### src/rtl/core/clrl_pkg.sv
`timescale 1ns / 1ps
// shared sizes, request codes and controller/datapath handshake types
package clrl_pkg;

    // pool and field sizes
    localparam int NODE_COUNT = 16;
    localparam int DATA_W     = 32;
    localparam int IDX_W      = $clog2(NODE_COUNT);
    localparam int CNT_W      = $clog2(NODE_COUNT + 1);
    localparam int REQ_W      = 2;

    // request codes, the fourth code is unused and rejected
    typedef enum logic [REQ_W-1:0] {
        REQ_ADD     = 2'd0,
        REQ_REMOVE  = 2'd1,
        REQ_ADVANCE = 2'd2
    } req_t;

    // per-cycle commands from controller to datapath
    typedef struct packed {
        logic capture;        // latch the incoming word
        logic add_first;      // add into an empty ring
        logic add_start;      // store data in free slot, read link of current
        logic add_splice;     // link new slot to old successor
        logic add_close;      // link current to new slot
        logic rd_cur_link;    // read link of current
        logic rm_only;        // drop the only node
        logic rm_begin_walk;  // save successor, start predecessor walk
        logic walk_step;      // follow one link
        logic rm_unlink;      // bypass current, successor becomes current
        logic adv_move;       // current moves to successor
        logic load_data;      // refresh cached current data
        logic set_ok;         // request took effect
        logic out_load;       // load the result registers
    } cmd_t;

    // status from datapath to controller
    typedef struct packed {
        logic [REQ_W-1:0] req_code;
        logic             full;
        logic             empty;
        logic             link_is_cur;
    } status_t;

endpackage

### src/rtl/core/clrl_ram.sv
`timescale 1ns / 1ps
// generic single-write, single-read ram with registered read data
module clrl_ram #(
    parameter int WIDTH = 32,
    parameter int DEPTH = 16,
    localparam int AW   = (DEPTH > 1) ? $clog2(DEPTH) : 1
) (
    input  logic             clk,
    input  logic             wr_en,
    input  logic [AW-1:0]    wr_addr,
    input  logic [WIDTH-1:0] wr_data,
    input  logic             rd_en,
    input  logic [AW-1:0]    rd_addr,
    output logic [WIDTH-1:0] rd_data
);

    logic [WIDTH-1:0] mem [DEPTH];

    // write port
    always_ff @(posedge clk)
    begin
        if (wr_en)
        begin
            mem[wr_addr] <= wr_data;
        end
    end

    // registered read port
    always_ff @(posedge clk)
    begin
        if (rd_en)
        begin
            rd_data <= mem[rd_addr];
        end
    end

endmodule

### src/rtl/core/clrl_ctrl.sv
`timescale 1ns / 1ps
// request sequencer: steps each request through the datapath
module clrl_ctrl (
    input  logic              clk,
    input  logic              rst_n,
    input  logic              in_valid,
    output logic              in_ready,
    output logic              out_valid,
    input  logic              out_ready,
    input  clrl_pkg::status_t stat,
    output clrl_pkg::cmd_t    cmd
);
    import clrl_pkg::*;

    typedef enum logic [6:0] {
        ST_IDLE     = 7'b0000001,
        ST_DISPATCH = 7'b0000010,
        ST_LREAD    = 7'b0000100,
        ST_SPLICE   = 7'b0001000,
        ST_WALK     = 7'b0010000,
        ST_DREAD    = 7'b0100000,
        ST_DONE     = 7'b1000000
    } state_t;

    state_t state_reg, state_next;
    logic   out_valid_reg, out_valid_next;

    assign in_ready  = (state_reg == ST_IDLE);
    assign out_valid = out_valid_reg;

    // next state and command decode
    always_comb
    begin
        state_next = state_reg;
        cmd        = '0;
        unique case (state_reg)
            ST_IDLE:
            begin
                if (in_valid)
                begin
                    cmd.capture = 1'b1;
                    state_next  = ST_DISPATCH;
                end
            end
            ST_DISPATCH:
            begin
                state_next = ST_DONE;
                unique case (stat.req_code)
                    REQ_ADD:
                    begin
                        if (!stat.full)
                        begin
                            cmd.set_ok = 1'b1;
                            if (stat.empty)
                            begin
                                cmd.add_first = 1'b1;
                            end
                            else
                            begin
                                cmd.add_start = 1'b1;
                                state_next    = ST_LREAD;
                            end
                        end
                    end
                    REQ_REMOVE, REQ_ADVANCE:
                    begin
                        if (!stat.empty)
                        begin
                            cmd.set_ok      = 1'b1;
                            cmd.rd_cur_link = 1'b1;
                            state_next      = ST_LREAD;
                        end
                    end
                    default:
                    begin
                        state_next = ST_DONE;
                    end
                endcase
            end
            ST_LREAD:
            begin
                unique case (stat.req_code)
                    REQ_ADD:
                    begin
                        cmd.add_splice = 1'b1;
                        state_next     = ST_SPLICE;
                    end
                    REQ_REMOVE:
                    begin
                        if (stat.link_is_cur)
                        begin
                            cmd.rm_only = 1'b1;
                            state_next  = ST_DONE;
                        end
                        else
                        begin
                            cmd.rm_begin_walk = 1'b1;
                            state_next        = ST_WALK;
                        end
                    end
                    default:
                    begin
                        cmd.adv_move = 1'b1;
                        state_next   = ST_DREAD;
                    end
                endcase
            end
            ST_SPLICE:
            begin
                cmd.add_close = 1'b1;
                state_next    = ST_DONE;
            end
            ST_WALK:
            begin
                if (stat.link_is_cur)
                begin
                    cmd.rm_unlink = 1'b1;
                    state_next    = ST_DREAD;
                end
                else
                begin
                    cmd.walk_step = 1'b1;
                end
            end
            ST_DREAD:
            begin
                cmd.load_data = 1'b1;
                state_next    = ST_DONE;
            end
            ST_DONE:
            begin
                if (!out_valid_reg || out_ready)
                begin
                    cmd.out_load = 1'b1;
                    state_next   = ST_IDLE;
                end
            end
            default:
            begin
                state_next = ST_IDLE;
            end
        endcase
    end

    // result word handshake
    always_comb
    begin
        out_valid_next = out_valid_reg;
        if (cmd.out_load)
        begin
            out_valid_next = 1'b1;
        end
        else if (out_ready)
        begin
            out_valid_next = 1'b0;
        end
    end

    always_ff @(posedge clk or negedge rst_n)
    begin
        if (!rst_n)
        begin
            state_reg     <= ST_IDLE;
            out_valid_reg <= 1'b0;
        end
        else
        begin
            state_reg     <= state_next;
            out_valid_reg <= out_valid_next;
        end
    end

endmodule

### src/rtl/core/clrl_dp.sv
`timescale 1ns / 1ps
// ring datapath: slot flags, link and data memories, pointers and result registers
module clrl_dp (
    input  logic                          clk,
    input  logic                          rst_n,
    input  clrl_pkg::cmd_t                cmd,
    output clrl_pkg::status_t             stat,
    input  logic [clrl_pkg::REQ_W-1:0]    req_type,
    input  logic [clrl_pkg::DATA_W-1:0]   item_data,
    output logic                          accepted,
    output logic                          current_valid,
    output logic [clrl_pkg::DATA_W-1:0]   current_data,
    output logic                          is_empty,
    output logic [clrl_pkg::CNT_W-1:0]    node_count
);
    import clrl_pkg::*;

    // request word
    logic [REQ_W-1:0]      req_reg, req_next;
    logic [DATA_W-1:0]     item_reg, item_next;
    logic                  ok_reg, ok_next;

    // ring state
    logic [NODE_COUNT-1:0] used_reg, used_next;
    logic [IDX_W-1:0]      cur_reg, cur_next;
    logic                  nonempty_reg, nonempty_next;
    logic [CNT_W-1:0]      count_reg, count_next;
    logic [DATA_W-1:0]     cur_data_reg, cur_data_next;

    // scratch pointers
    logic [IDX_W-1:0]      slot_reg, slot_next;
    logic [IDX_W-1:0]      after_reg, after_next;
    logic [IDX_W-1:0]      prev_reg, prev_next;

    // result word
    logic                  res_ok_reg, res_ok_next;
    logic                  res_valid_reg, res_valid_next;
    logic [DATA_W-1:0]     res_data_reg, res_data_next;
    logic                  res_empty_reg, res_empty_next;
    logic [CNT_W-1:0]      res_count_reg, res_count_next;

    // memory ports
    logic                  link_wr_en, link_rd_en;
    logic [IDX_W-1:0]      link_wr_addr, link_wr_data, link_rd_addr, link_rd;
    logic                  data_wr_en, data_rd_en;
    logic [IDX_W-1:0]      data_wr_addr, data_rd_addr;
    logic [DATA_W-1:0]     data_rd;

    // lowest free slot
    logic [IDX_W-1:0]      free_slot;
    logic                  free_found;

    always_comb
    begin
        free_slot  = '0;
        free_found = 1'b0;
        for (int i = 0; i < NODE_COUNT; i++)
        begin
            if (!used_reg[i] && !free_found)
            begin
                free_slot  = IDX_W'(i);
                free_found = 1'b1;
            end
        end
    end

    // status to controller
    assign stat.req_code    = req_reg;
    assign stat.full        = (count_reg == CNT_W'(NODE_COUNT));
    assign stat.empty       = !nonempty_reg;
    assign stat.link_is_cur = (link_rd == cur_reg);

    // link memory port selection
    always_comb
    begin
        link_wr_en   = cmd.add_first | cmd.add_splice | cmd.add_close | cmd.rm_unlink;
        link_wr_addr = free_slot;
        link_wr_data = free_slot;
        if (cmd.add_splice)
        begin
            link_wr_addr = slot_reg;
            link_wr_data = link_rd;
        end
        else if (cmd.add_close)
        begin
            link_wr_addr = cur_reg;
            link_wr_data = slot_reg;
        end
        else if (cmd.rm_unlink)
        begin
            link_wr_addr = prev_reg;
            link_wr_data = after_reg;
        end
        link_rd_en   = cmd.add_start | cmd.rd_cur_link | cmd.rm_begin_walk | cmd.walk_step;
        link_rd_addr = (cmd.rm_begin_walk | cmd.walk_step) ? link_rd : cur_reg;
    end

    // data memory port selection
    assign data_wr_en   = cmd.add_first | cmd.add_start;
    assign data_wr_addr = free_slot;
    assign data_rd_en   = cmd.rm_unlink | cmd.adv_move;
    assign data_rd_addr = cmd.rm_unlink ? after_reg : link_rd;

    clrl_ram #(
        .WIDTH (IDX_W),
        .DEPTH (NODE_COUNT)
    ) u_link_ram (
        .clk     (clk),
        .wr_en   (link_wr_en),
        .wr_addr (link_wr_addr),
        .wr_data (link_wr_data),
        .rd_en   (link_rd_en),
        .rd_addr (link_rd_addr),
        .rd_data (link_rd)
    );

    clrl_ram #(
        .WIDTH (DATA_W),
        .DEPTH (NODE_COUNT)
    ) u_data_ram (
        .clk     (clk),
        .wr_en   (data_wr_en),
        .wr_addr (data_wr_addr),
        .wr_data (item_reg),
        .rd_en   (data_rd_en),
        .rd_addr (data_rd_addr),
        .rd_data (data_rd)
    );

    // request capture and ring state update
    always_comb
    begin
        req_next      = req_reg;
        item_next     = item_reg;
        ok_next       = ok_reg;
        used_next     = used_reg;
        cur_next      = cur_reg;
        nonempty_next = nonempty_reg;
        count_next    = count_reg;
        cur_data_next = cur_data_reg;
        slot_next     = slot_reg;
        after_next    = after_reg;
        prev_next     = prev_reg;

        if (cmd.capture)
        begin
            req_next  = req_type;
            item_next = item_data;
            ok_next   = 1'b0;
        end
        if (cmd.set_ok)
        begin
            ok_next = 1'b1;
        end
        // empty ring: new node links to itself
        if (cmd.add_first)
        begin
            used_next[free_slot] = 1'b1;
            cur_next             = free_slot;
            cur_data_next        = item_reg;
            nonempty_next        = 1'b1;
            count_next           = count_reg + 1'b1;
        end
        if (cmd.add_start)
        begin
            slot_next = free_slot;
        end
        if (cmd.add_close)
        begin
            used_next[slot_reg] = 1'b1;
            count_next          = count_reg + 1'b1;
        end
        // last node leaves, current index stays put
        if (cmd.rm_only)
        begin
            used_next[cur_reg] = 1'b0;
            nonempty_next      = 1'b0;
            count_next         = count_reg - 1'b1;
        end
        if (cmd.rm_begin_walk)
        begin
            after_next = link_rd;
            prev_next  = link_rd;
        end
        if (cmd.walk_step)
        begin
            prev_next = link_rd;
        end
        if (cmd.rm_unlink)
        begin
            used_next[cur_reg] = 1'b0;
            cur_next           = after_reg;
            count_next         = count_reg - 1'b1;
        end
        if (cmd.adv_move)
        begin
            cur_next = link_rd;
        end
        if (cmd.load_data)
        begin
            cur_data_next = data_rd;
        end
    end

    // result word
    always_comb
    begin
        res_ok_next    = res_ok_reg;
        res_valid_next = res_valid_reg;
        res_data_next  = res_data_reg;
        res_empty_next = res_empty_reg;
        res_count_next = res_count_reg;
        if (cmd.out_load)
        begin
            res_ok_next    = ok_reg;
            res_valid_next = nonempty_reg;
            res_data_next  = nonempty_reg ? cur_data_reg : '0;
            res_empty_next = (count_reg == '0);
            res_count_next = count_reg;
        end
    end

    always_ff @(posedge clk or negedge rst_n)
    begin
        if (!rst_n)
        begin
            used_reg     <= '0;
            cur_reg      <= '0;
            nonempty_reg <= 1'b0;
            count_reg    <= '0;
            ok_reg       <= 1'b0;
        end
        else
        begin
            used_reg     <= used_next;
            cur_reg      <= cur_next;
            nonempty_reg <= nonempty_next;
            count_reg    <= count_next;
            ok_reg       <= ok_next;
        end
    end

    always_ff @(posedge clk)
    begin
        req_reg       <= req_next;
        item_reg      <= item_next;
        cur_data_reg  <= cur_data_next;
        slot_reg      <= slot_next;
        after_reg     <= after_next;
        prev_reg      <= prev_next;
        res_ok_reg    <= res_ok_next;
        res_valid_reg <= res_valid_next;
        res_data_reg  <= res_data_next;
        res_empty_reg <= res_empty_next;
        res_count_reg <= res_count_next;
    end

    assign accepted      = res_ok_reg;
    assign current_valid = res_valid_reg;
    assign current_data  = res_data_reg;
    assign is_empty      = res_empty_reg;
    assign node_count    = res_count_reg;

endmodule

### src/rtl/core/circular_ring_list_engine.sv
`timescale 1ns / 1ps
// top level of the circular ring list engine
// A pool of 16 nodes kept as one circular ring with a current pointer, for
// round-robin scheduling. Each input word is an add (lowest free slot, linked
// right after current; becomes current on an empty ring), a remove (current is
// unlinked, its successor becomes current) or an advance; each gives exactly
// one result word with the ring status after the request. One request is in
// flight at a time. A remove of any node but the last walks from the
// successor to the predecessor through the link memory, one link per cycle,
// following up to count - 2 links. While an earlier result word is held back
// by out_ready, a finished request waits in ST_DONE. No clearing pass is
// needed after reset.
module circular_ring_list_engine (
    input  logic                          clk,
    input  logic                          rst_n,
    input  logic                          in_valid,
    output logic                          in_ready,
    input  logic [clrl_pkg::REQ_W-1:0]    req_type,
    input  logic [clrl_pkg::DATA_W-1:0]   item_data,
    output logic                          out_valid,
    input  logic                          out_ready,
    output logic                          accepted,
    output logic                          current_valid,
    output logic [clrl_pkg::DATA_W-1:0]   current_data,
    output logic                          is_empty,
    output logic [clrl_pkg::CNT_W-1:0]    node_count
);
    import clrl_pkg::*;

    cmd_t    cmd;
    status_t stat;

    // sequencer
    clrl_ctrl u_ctrl (
        .clk       (clk),
        .rst_n     (rst_n),
        .in_valid  (in_valid),
        .in_ready  (in_ready),
        .out_valid (out_valid),
        .out_ready (out_ready),
        .stat      (stat),
        .cmd       (cmd)
    );

    // ring storage and pointers
    clrl_dp u_dp (
        .clk           (clk),
        .rst_n         (rst_n),
        .cmd           (cmd),
        .stat          (stat),
        .req_type      (req_type),
        .item_data     (item_data),
        .accepted      (accepted),
        .current_valid (current_valid),
        .current_data  (current_data),
        .is_empty      (is_empty),
        .node_count    (node_count)
    );

endmodule

### config.mk
export PLATFORM = sky130hd
export DESIGN_NAME = circular_ring_list_engine
export DESIGN_NICKNAME = d
export VERILOG_FILES = /design/src/rtl/core/clrl_pkg.sv /design/src/rtl/core/clrl_ram.sv /design/src/rtl/core/clrl_ctrl.sv /design/src/rtl/core/clrl_dp.sv /design/src/rtl/core/circular_ring_list_engine.sv
export SDC_FILE = /design/constraint.sdc
export NUM_CORES = 1
export LEC_CHECK = 0
export ABC_AREA = 0
export BUFFER_PORTS_ARGS = -buffer_cell sky130_fd_sc_hd__clkbuf_2
export CAP_MARGIN = 20
export CELL_PAD_IN_SITES_DETAIL_PLACEMENT = 0
export CELL_PAD_IN_SITES_GLOBAL_PLACEMENT = 1
export CORE_MARGIN = 1
export CORE_UTILIZATION = 59
export DETAILED_ROUTE_END_ITERATION = 10
export PLACE_DENSITY_LB_ADDON = 0.08
export REMOVE_ABC_BUFFERS = 1
export SLEW_MARGIN = 30
export SYNTH_ARGS = -nofsm -noshare
export SYNTH_HDL_FRONTEND = slang
export SYNTH_HIERARCHICAL = 1
export SYNTH_SLANG_ARGS = --single-unit
### constraint.sdc
create_clock -name clk -period 15.5 [get_ports clk]
set_clock_uncertainty 0.15 [all_clocks]
set_input_delay 2.325 -clock clk [delete_from_list [all_inputs] [get_ports clk]]
set_output_delay 2.325 -clock clk [all_outputs]
set_load 0.02 [all_outputs]
==> results.md, run 1 <==
* RSZ-0062 raised after global routing: false
* DP HPWL at 34.7 mm
* Yosys top cell area share at 73.5%
* # setup viols final at 0
* Vias per cell at 6.29
* I/O pins at 80
* CP top delay family: simple AND/OR/NAND/NOR gates
* Most numerous cell in the Yosys netlist: edfxtp_1
* H-tree depth at 3
* CTS Hold Bufs at 0
* Die height at 227 um
* Routed vias at 14900
* PwrDens at 140 nW/um^2
* CTS tree: yes
* Critical Path End Type: output port
* Largest regs: u_dp/u_data_ram/mem x512, u_dp/u_link_ram/mem x64
* Initial antenna violation count at 1
* CTS clk-pin slew, worst paths at 0.06 ns
* IO buf count at 79
* Total gr overflow at 0
* Worst IR Drop VDD at 0.0991 mV
* DRC errors left at 0
* Clk_lat worst skew at 0.62 ns
* Post-synth top flop: edfxtp_1
* WP data arrival at 2.33 ns
* Antenna Diode Count at 0
* Total negative setup slack at 0 ns
* Critical Path Source Type: register
* Floorplan core area at 50000 sq um
* Fin. Hold Viols at 0
* CTS Root Cell: clkbuf_16
* Row count at 82
* Post-synthesis cell count at 1522
* CTS max path bufs at 3
* Status: finished, final reports clean
* Final WL at 65.7 mm
* Crit Path Class: reg -> out
* Dominant cells by area after synthesis: edfxtp_1, mux4_2, dfrtp_1
* Area Growth Syn to Fin at 12.4%
* Final cycle utilization of the critical path at 31.0%
* CP peak stage delay at 0.61 ns
* DR WL/cell at 27.7 um
* Inserted Clock Buffers at 76
* FF+latch count, synth at 765
* Synthesized area at 29800 sq um
* Critical Path Fanout Max at 8
* Max transition margin at 32.1%
* Resized Gates After CTS at 0
* Worst hold slack at 0.334 ns
* Worst-Margin Slew at 1.01 ns
* Layout cells sized above 1 at 25.6%
* Syn avg cell area at 19.6 sq um
* GRT Util Overall at 26.6%
* Initial Utilization at 59.7%
* Seq/Total Area, Yosys at 76.5%
* Syn. warnings at 6
* Detailed Route Iter0 Violations at 1582
* Drt pass-1 iters at 5
* Slowest-stage cell, CP: or4_4
* Clock period minus worst slack at 4.80 ns
* TritonCTS Sinks at 765
* Cell taking the most area after synthesis: edfxtp_1
* Total power at 0.00468 W
* Max FFs per register at 512
* WP data required at 13.03 ns
* Gpl congestion at 0.832
* Hold Path Class: reg -> reg
* Nets at 1690
* Netlist cell types at 65
* Antenna viol nets, final at 0
* Max cap viols at 0
* First-pass GRT wire length at 96.7 mm
* CP cell instances: or4_4 > nor3_1 > clkbuf_2
* Maximum achievable frequency at 208 MHz
* Number of flops mapped to enable cells by yosys at 730
* Reg with most FFs: u_dp/u_data_ram/mem
* Vias in the first global route at 14900
* Die area at 51400 sq um
* Die W at 227 um
* Pin count of the biggest net entering global routing at 129
* Synth async-reset ratio at 4.58%
* Worst Path Buf+Inv at 1
* Commonest cells in the netlist: edfxtp_1, mux4_2, nand2_1
* Count of pins over their slew limit at 0
* Setup bufs post-CTS at 0
* P_leak at 11.1 nW
-- final timing paths --
kind	from	end	slack, ns	cells after the start
worst max-delay path	u_ctrl/state_reg[5]$_DFFE_PN0P_	in_ready	10.70	3
worst max register to register	u_dp/cur_reg[0]$_DFFE_PN0P_	u_dp/u_data_ram/rd_data[3]$_DFFE_PP_	10.92	10
worst min-delay path	u_dp/ok_reg$_DFFE_PN0P_	u_dp/accepted$_DFFE_PP_	0.33	0
min in group asynchronous	rst_n	u_dp/count_reg[1]$_DFFE_PN0P_	1.66	1
max in group asynchronous	rst_n	u_dp/used_reg[12]$_DFF_PN0_	13.01	1
worst min register to register	u_dp/ok_reg$_DFFE_PN0P_	u_dp/accepted$_DFFE_PP_	0.33	0
-- worst register-to-register path: stages (launching register included) --
cell and delay (ns):
dfrtp_1 0.51, xor2_1 0.22, nor4_1 0.88, inv_1 0.09, nor2_1 0.14, buf_4 0.28
mux2_8 0.49, buf_6 0.62, mux4_2 0.65, a22oi_1 0.23, nand2_1 0.08
-- final cells by class --
| type | count | area, sq um |
|---|---|---|
| inverter | 18 | 67.6 |
| fill | 3285 | 16500 |
| tap | 672 | 841 |
| timing repair buffer | 118 | 724 |
| sequential | 765 | 22800 |
| multi-input combinational | 666 | 6790 |
| clock inverter | 41 | 295 |
| clock buffer | 95 | 1980 |
-- per-stage QoR --
stage | utilization [%] | cell area, sq um | worst slack (ns) | instances
6_report | 67.0 | 33500 | 10.70 | 2375
5_1_grt | 67.0 | 33500 | 10.63 | 2375
4_1_cts | 67.0 | 33500 | 10.28 | 2374
3_5_place_dp | 62.4 | 31200 | 10.30 | 2238
3_3_place_gp | 62.4 | 31200 | 10.39 | 2238
2_1_floorplan | - | 29500 | 3.78 | 1449
-- logic make-up (layout without fill, tap and decap cells) --
| logic type | after synthesis | in the layout | synth area share (%) |
|---|---|---|---|
| flops | 765 | 765 | 76.5 |
| simple gates | 296 | 296 | 5.07 |
| mux | 183 | 183 | 12.5 |
| compound gates | 170 | 170 | 3.93 |
| buf+inv | 91 | 272 | 1.41 |
| xor+xnor | 10 | 10 | 0.294 |
| fa+ha+maj | 7 | 7 | 0.294 |
-- power breakdown --
part	switching (W)	total, W	internal [W]
sequential	0.000105	0.00252	0.00242
combinational	0.000284	0.000458	0.000174
clock	0.000749	0.00169	0.000946
-- layer usage --
metal	vias up	wire [um]	GRT usage (%)
met5	-	0	0
met4	0	1380	6.95
met3	105	4340	4.37
met2	557	31700	42.2
met1	7838	28300	38.9
li1	6442	-	-
-- layout by cell type, fill, tap and decap left out, drive strengths merged, types with 4 or more instances in the layout --
master / synthesis / final
edfxtp: 730 / 730
or3: 6 / 6
nor2b: 14 / 14
a22oi: 70 / 70
nand2b: 11 / 11
dfrtp: 34 / 34
o31ai: 4 / 4
nand2: 78 / 78
ha: 7 / 7
a32oi: 4 / 4
o21ai: 25 / 25
and3: 8 / 8
nor2: 66 / 66
nor3: 18 / 18
xor2: 4 / 4
mux4: 144 / 144
buf: 33 / 40
nand3b: 5 / 5
nand4: 6 / 6
mux2: 36 / 36
a21oi: 39 / 39
clkinv: 0 / 33
xnor2: 6 / 6
and2: 33 / 33
o221ai: 4 / 4
inv: 18 / 21
nor4: 8 / 8
clkbuf: 40 / 173
or2: 7 / 7
nand3: 22 / 22
(Power assumes the default switching activity.)
==> inputs of run 2 (changes only) <==
--- a/config.mk
+++ b/config.mk
@@ -11,7 +11,7 @@
 export CELL_PAD_IN_SITES_DETAIL_PLACEMENT = 0
 export CELL_PAD_IN_SITES_GLOBAL_PLACEMENT = 1
 export CORE_MARGIN = 1
-export CORE_UTILIZATION = 59
+export CORE_UTILIZATION = 49
 export DETAILED_ROUTE_END_ITERATION = 10
 export PLACE_DENSITY_LB_ADDON = 0.08
 export REMOVE_ABC_BUFFERS = 1
==> constraint.sdc (replaced) <==
create_clock -name clk -period 4.1 [get_ports clk]
set_clock_uncertainty 0.15 [all_clocks]
set_input_delay 0.615 -clock clk [delete_from_list [all_inputs] [get_ports clk]]
set_output_delay 0.615 -clock clk [all_outputs]
set_load 0.02 [all_outputs]
==> results.md, run 2 (synthesis results as in run 1) <==
* Inserted Clock Buffers at 80
* Antenna Diode Count at 0
* Hold_sp: item_data[26]
* CP cell instances: nor4b_1 > buf_4 > nand3_1 > nor2_1 > nor2_1 > mux2_2 > mux4_1 > a22oi_1 > nand3_1
* Die area at 61800 sq um
* Max FFs per register at 512
* Initial antenna violation count at 0
* I/O pins at 80
* Maximum achievable frequency at 266 MHz
* Critical Path End Type: register
* Layout Cells excl Fill at 2549
* H-tree depth at 3
* Drt pass-1 iters at 7
* Routed vias at 15100
* Total negative setup slack at 0 ns
* Antenna viol nets, final at 0
* WP data arrival at 3.95 ns
* Pin count of the biggest net entering global routing at 73
* Reg with most FFs: u_dp/u_data_ram/mem
* CTS Root Cell: clkbuf_16
* P_leak at 11.6 nW
* Resized Gates After CTS at 0
* Worst-Margin Slew at 0.865 ns
* TritonCTS Sinks at 765
* CTS clk-pin slew, worst paths at 0.06 ns
* GRT Util Overall at 22.7%
* CTS max path bufs at 3
* Clock period minus worst slack at 3.76 ns
* Initial Utilization at 49.5%
* First-pass GRT wire length at 102 mm
* Fin. Hold Viols at 0
* Setup bufs post-CTS at 0
* Worst IR Drop VDD at 0.420 mV
* Largest regs: u_dp/u_data_ram/mem x512, u_dp/u_link_ram/mem x64
* Die W at 249 um
* DP HPWL at 38.5 mm
* PwrDens at 533 nW/um^2
* DRC errors left at 0
* Vias in the first global route at 15500
* # setup viols final at 0
* Die height at 249 um
* Status: finished, final reports clean
* Worst setup path start: u_ctrl/state_reg[5]$_DFFE_PN0P_
* DR WL/cell at 27.0 um
* Gpl congestion at 0.882
* Total power at 0.0185 W
* CTS tree: yes
* Floorplan core area at 60200 sq um
* Hold Path Class: in -> reg
* Layout cells sized above 1 at 26.5%
* Final Util at 57.7%
* Detailed Route Iter0 Violations at 1470
* # placed instances at 2383
* Final WL at 68.8 mm
* Slowest-stage cell, CP: mux4_1
* Worst Path Buf+Inv at 1
* Total gr overflow at 0
* Max transition margin at 42.2%
* IO buf count at 79
* CP peak stage delay at 0.64 ns
* Row count at 90
* Crit Path Class: reg -> reg
* Critical R2R Launch: u_ctrl/state_reg[5]$_DFFE_PN0P_
* Final cycle utilization of the critical path at 91.6%
* Critical Path Fanout Max at 16
* Area Growth Syn to Fin at 16.7%
* Most frequent cells in the layout: edfxtp_1, mux4_2, clkbuf_16
* Final WS setup at 0.342 ns
* Max cap viols at 0
* Commonest non-fill, non-tap cell in the layout: edfxtp_1
* Vias per cell at 5.92
* Count of pins over their slew limit at 0
* WP data required at 4.29 ns
* Critical Path Source Type: register
* Nets at 1756
* RSZ-0062 raised after global routing: false
* Pre-CTS setup slack at 0.320 ns
* Clk_lat worst skew at 0.62 ns
* CP top delay family: multiplexers
* CTS Hold Bufs at 27
[run 2: cell types whose count changed in the layout (fill, tap and decap cells not counted), moves of 3 or more]
cell / change
buf_12: +24
bufinv_16: +6
buf_4: +11
clkinv_2: -10
clkbuf_16: +5
clkinv_1: +3
dlygate4sd3_1: +27
inv_6: -3
[run 2: per-stage QoR]
step                      hold slack [ns]  area (sq um)
after CTS                         0.00713         34800
after global placement              0.283         31900
final                              0.0392         34800
after floorplan                     0.169         29500
after global routing              0.00990         34800
after detailed placement            0.301         31900
[run 2: worst paths after layout]
path,cells after the start,endpoint,slack [ns]
max,9,u_dp/u_link_ram/rd_data[3]$_DFFE_PP_,0.34
min,1,u_dp/item_reg[26]$_DFFE_PP_,0.04
max reg2reg,9,u_dp/u_link_ram/rd_data[3]$_DFFE_PP_,0.34
min reg2reg,0,u_dp/accepted$_DFFE_PP_,0.30
max in group asynchronous,2,u_dp/cur_reg[2]$_DFFE_PN0P_,3.02
min in group asynchronous,2,u_ctrl/out_valid$_DFFE_PN0P_,0.40
[run 2: per-layer routing]
metal	part of all wire, %	track usage (%)	vias up
met5	0	0	-
met4	2.2	6.30	0
met3	5.0	3.94	105
met2	48	36.0	375
met1	45	32.9	8025
li1	-	-	6588
[run 2: report_power, final]
part           total, W  internal, W  leakage (nW)  switching, W
clock           0.00717      0.00418          1.25       0.00299
combinational   0.00187     0.000742          3.23       0.00112
sequential      0.00951      0.00914          7.13      0.000365
total            0.0185       0.0141          11.6       0.00448
[run 2: layout make-up]
class	instances	area, sq um
Fill cell	4465	25500
Clock buffer	101	2120
Multi-Input combinational cell	666	6780
Timing Repair Buffer	180	1580
Clock inverter	37	467
Sequential cell	765	22800
Tap cell	782	978
Inverter	18	67.6
